===== src/rtl/ifl_pkg.sv =====
// Shared types, sizes and the range merge function for the interval free list.
// No dependencies; used by every module in rtl/.
package ifl_pkg;

  localparam int TableEntries = 64;
  localparam int CntW         = $clog2(TableEntries + 1);
  localparam int AddrW        = 32;
  localparam int AlignW       = 17;
  localparam int SecW         = 8;
  localparam int IdxW         = 6;

  typedef struct packed {
    logic [AddrW-1:0]  base;
    logic [AddrW-1:0]  limit;
    logic [AlignW-1:0] align;
    logic [SecW-1:0]   section;
  } entry_t;

  typedef enum logic [1:0] {
    StMerged   = 2'd0,
    StInserted = 2'd1,
    StDropped  = 2'd2,
    StRead     = 2'd3
  } status_t;

  typedef enum logic {
    ReqMark = 1'b0,
    ReqRead = 1'b1
  } req_t;

  typedef struct packed {
    logic            pop;
    logic            push;
    logic [CntW-1:0] wp;
  } qctl_t;

  typedef struct packed {
    logic take_next;
    logic take_din;
  } cell_ctl_t;

  typedef struct packed {
    logic   ok;
    entry_t ent;
  } merge_t;

  // e is the table or held entry, t the range being folded into it
  function automatic merge_t try_merge(entry_t e, entry_t t, logic keyed);
    entry_t           lo;
    entry_t           hi;
    entry_t           win;
    logic [AddrW-1:0] mask;
    logic [AddrW-1:0] reach;
    merge_t           r;
    if (e.base >= t.base) begin
      lo = t;
      hi = e;
    end else begin
      lo = e;
      hi = t;
    end
    mask  = (hi.align == '0) ? '0 : {{(AddrW-AlignW){1'b0}}, hi.align - AlignW'(1)};
    reach = keyed ? ((lo.limit + mask) & ~mask) : lo.limit;
    win   = (lo.limit > hi.limit) ? lo : hi;
    r.ok  = (!keyed || (e.section == t.section)) && !(reach < hi.base);
    r.ent.base    = lo.base;
    r.ent.limit   = win.limit;
    r.ent.align   = keyed ? win.align : e.align;
    r.ent.section = e.section;
    return r;
  endfunction

endpackage


===== src/rtl/ifl_cell.sv =====
// One table slot of the shifting entry chain.
// Depends on ifl_pkg.
module ifl_cell (
  input  logic               clk,
  input  ifl_pkg::cell_ctl_t cctl,
  input  ifl_pkg::entry_t    nxt,
  input  ifl_pkg::entry_t    din,
  output ifl_pkg::entry_t    q
);
  import ifl_pkg::*;

  always_ff @(posedge clk) begin
    if (cctl.take_next) begin
      q <= nxt;
    end else if (cctl.take_din) begin
      q <= din;
    end
  end

endmodule


===== config.mk =====
export PLATFORM = sky130hd
export DESIGN_NAME = ifl_cell
export DESIGN_NICKNAME = d
export VERILOG_FILES = /design/src/rtl/ifl_pkg.sv /design/src/rtl/ifl_cell.sv
export SDC_FILE = /design/constraint.sdc
export NUM_CORES = 1
export LEC_CHECK = 0
export ABC_AREA = 1
export BUFFER_PORTS_ARGS = -buffer_cell sky130_fd_sc_hd__buf_2
export CORE_MARGIN = 2
export CORE_UTILIZATION = 37
export DETAILED_ROUTE_END_ITERATION = 6
export PLACE_DENSITY = 0.78
export SETUP_SLACK_MARGIN = 0.5
export SLEW_MARGIN = 30
export SYNTH_ARGS = -nofsm -noshare
export SYNTH_HDL_FRONTEND = slang
export SYNTH_SLANG_ARGS = --single-unit

===== constraint.sdc =====
create_clock -name clk -period 2 [get_ports clk]
set_input_delay 0.1 -clock clk [delete_from_list [all_inputs] [get_ports clk]]
set_output_delay 0.1 -clock clk [all_outputs]
set_load 0.005 [all_outputs]

# Word level (Yosys, flattened, before mapping)
# Index checks and enable logic that the tools add are counted.
# totals
input_bits	181
word_cells	7
rom_bits	0
reg_bits	89
mem_count	0
output_inout_bits	89
ram_bits	0
latch_bits	0
# op_classes
shifts	0
n_addsub	0
div	0
muxes	2
n_eq_ne	0
bitwise	0
magnitude_cmp	0
n_mul	0
reduce_logical	1
# op_table
operator	count
two-way mux 89 bit	2
nonzero test 2 bit	1

# Longest topological paths before layout
# logic_depth
ltp_word	2
ltp_mapped	6
mapped_depth_nobuf	3

# Least setup slack after synthesis
# OpenSTA, ideal clock, no wires.
# synth_timing
path_kind	in2reg
startpoint	input cctl[1] (netlist name)
endpoint	register q[0] (netlist name) (enable)
cell_stages	3
path_slack_ns	0.096
n_path_buf	2
t_arrival_ns	1.494
setup_time_ns	0.409
required_ns	1.591
path_cell_list	buf_4 buf_6 or2_2
# synth_via
elab_chain_len	1
# synth_rtl
element	line	rtl
start, declared	ifl_cell.sv:5	input ifl_pkg::cell_ctl_t cctl,
nonzero test 2 bit (no source line)	-	
end signal, assigned	ifl_cell.sv:14	q <= nxt;
end signal, assigned	ifl_cell.sv:16	q <= din;
end, declared	ifl_cell.sv:8	output ifl_pkg::entry_t q
# No other way between the ends.
# A chain may end at the register's enable or synchronous reset.

# Final worst setup path
# layout_timing
startpoint	input nxt[24] (netlist name)
endpoint	register q[24] (netlist name), data pin
# layout_via
elab_chain_len	1
# layout_rtl
element	line	rtl
start, declared	ifl_cell.sv:6	input ifl_pkg::entry_t nxt,
two-way mux 89 bit	ifl_cell.sv:13	if (cctl.take_next) begin
# No other way between the ends.

==> metrics.txt <==
Core Rows 37; Starting Density between 30 and 40%; DIE WIDTH 105 µm; Mapped Avg Cell Area 10.1 µm²; global-route wire length before repair 17.1 mm; multiplexer area fraction after synthesis 0%; min cycle time layout 1.34 ns; P&R area growth vs syn 56.8%; Post-Synth XOR/XNOR Area 0%; largest net degree at the start of global routing 90; Largest register FFs approximately 90; Die H roughly 110 µm; gpl congestion 0.827; Placement Cell Area 5240 µm²; initial antenna violation count 0; synthesized net count roughly 560; post-placement cell count 766; Root Buffer clkbuf_8; Worst Path Required ~2.1 ns; Power Total roughly 4.3 mW; outcome finished, final reports clean; largest family of logic cells by synthesized area simple AND/OR/NAND/NOR gates; top flop regs q (89); fmax approximately 750 MHz; Pins Over Slew Limit 0; Seq cells post-synth 89; number of primary I/O pins 270; Worst-path clk slew 0.08 ns; Critical Path Source Type input pin; vias per inst 4.46; Non-Filler Instances ~840; GRT Total Usage between 10% and 20%; Hold Crit Start din[82]; total number of yosys warnings 0; complex-gate fraction of the synthesized area 0%; crit path from nxt[24]; worst min-delay path category in2reg; Max clock buf depth 2; CP Max Fanout 1; first drt pass iteration count 7; post-route cell area around 6000 µm²; DPL Wire Length 7.55 mm; CTS tree yes; Port Buffer Count around 270; share of cells above drive strength 1 between 40% and 50%; vias in the first global route approximately 3700; H-tree levels 3; Core Box Area 10100 µm²; unrepaired setup endpoints after global routing false; PwrDens between 700 and 800 nW/µm²; Simple-Gate Fraction of Synth Area roughly a quarter; fin crit share roughly two thirds; Num CTS Buffers 9; Starting DRT DRC Count between 200 and 300; Max-Cap Viols 0; Final Setup Violations 0; NumNets Final a little under 900; Cells after Synth roughly 380; Max IR drop VDD between 0.3 and 0.4 mV; die area about 11000 µm²; Adder-Cell Fraction of Synth Area 0%; DR WL/cell between 10 and 15 µm; sequential area share after synthesis a little over two thirds; Final Hold Slack 0.0217 ns; Routed WL ~11 mm; critical path class in2reg; CP Data Arrival Time 1.44 ns; CP Capture Type register; Reg with most FFs q; Pleak between 3 and 4 nW; gr ovfl total 0; setup TNS 0 ns; final hold violation count 0; Mapped Area about 3800 µm²; Clock Sinks between 80 and 90; Vias around 3700; worst slew pin tran just over 0.6 ns; Slew HR roughly three fifths; ANT nets after route 0; Cell variety after synth 7; Ant. Diodes 0; Post-route DRC 0
==> synth_stat cells <==
library cell,n,area (µm²)
nand2_1,267,1000
or2_2,1,6.26
buf_2,15,75.1
inv_4,1,6.26
buf_4,1,7.51
buf_6,3,33.8
edfxtp_1,89,2670
==> critical path, stage by stage <==
cell and delay (ns):
dlygate4sd3_1 0.53, buf_2 0.12, nand2_1 0.06, nand2_1 0.05, dlygate4sd3_1 0.57
==> cells in the final DEF (no fill, tap or decap), drive strengths merged <==
| cell type | count |
|---|---|
| nand2 | 267 |
| clkbuf | 12 |
| buf | 272 |
| edfxtp | 89 |
| or2 | 1 |
| bufinv | 1 |
| inv | 1 |
| dlygate4sd3 | 54 |
| clkinv | 3 |
==> final timing paths <==
check	to	slack (ns)	cells after the start
worst max-delay path	q[24]	0.66	5
worst min-delay path	q[82]	0.02	3
==> power breakdown <==
| group | internal, mW | leakage, nW | total (mW) | switching (mW) |
|---|---|---|---|---|
| clock network | 0.572 | 0.0918 | 1.16 | 0.590 |
| registers | 2.29 | 0.917 | 2.34 | 0.0518 |
| logic | 0.398 | 2.11 | 0.757 | 0.359 |
| total | 3.26 | 3.12 | 4.26 | 1.00 |
==> what timing repair did <==
| action | 4_1_cts | 5_1_grt |
|---|---|---|
| setup endpoints to repair | 0 | 1 |
| gates resized for setup | 0 | 1 |
| hold endpoints to repair | 39 | 0 |
| setup buffers | 0 | 0 |
| hold buffers | 54 | 0 |
==> layout make-up <==
cell class | count | area, µm²
Sequential cell | 89 | 2670
Inverter | 1 | 8.76
Timing Repair Buffer | 326 | 1920
Tap cell | 136 | 170
Clock inverter | 4 | 43.8
Multi-Input combinational cell | 268 | 1010
Clock buffer | 12 | 135
Fill cell | 856 | 4180
==> stage by stage <==
stage | utilization (%) | setup slack, ns
floorplan | - | 0.536
global placement | 51.7 | 0.773
detailed placement | 51.7 | 0.758
CTS | 58.8 | 0.678
global route | 58.8 | 0.654
finish | 58.8 | 0.662
==> cells by family (layout without fill, tap and decap cells) <==
family | after synthesis | in the layout
DFF | 89 | 89
and+or+nand+nor | 268 | 268
buffers and inverters | 20 | 343
==> metal layers <==
layer	vias to the layer above	wire length (µm)	GRT usage (%)
li1	1839	-	-
met3	27	913	5.38
met5	-	0	0
met4	0	299	9.33
met1	1682	4190	21.2
met2	184	5570	35.1
Note: power is estimated with default switching activity, not from simulation.
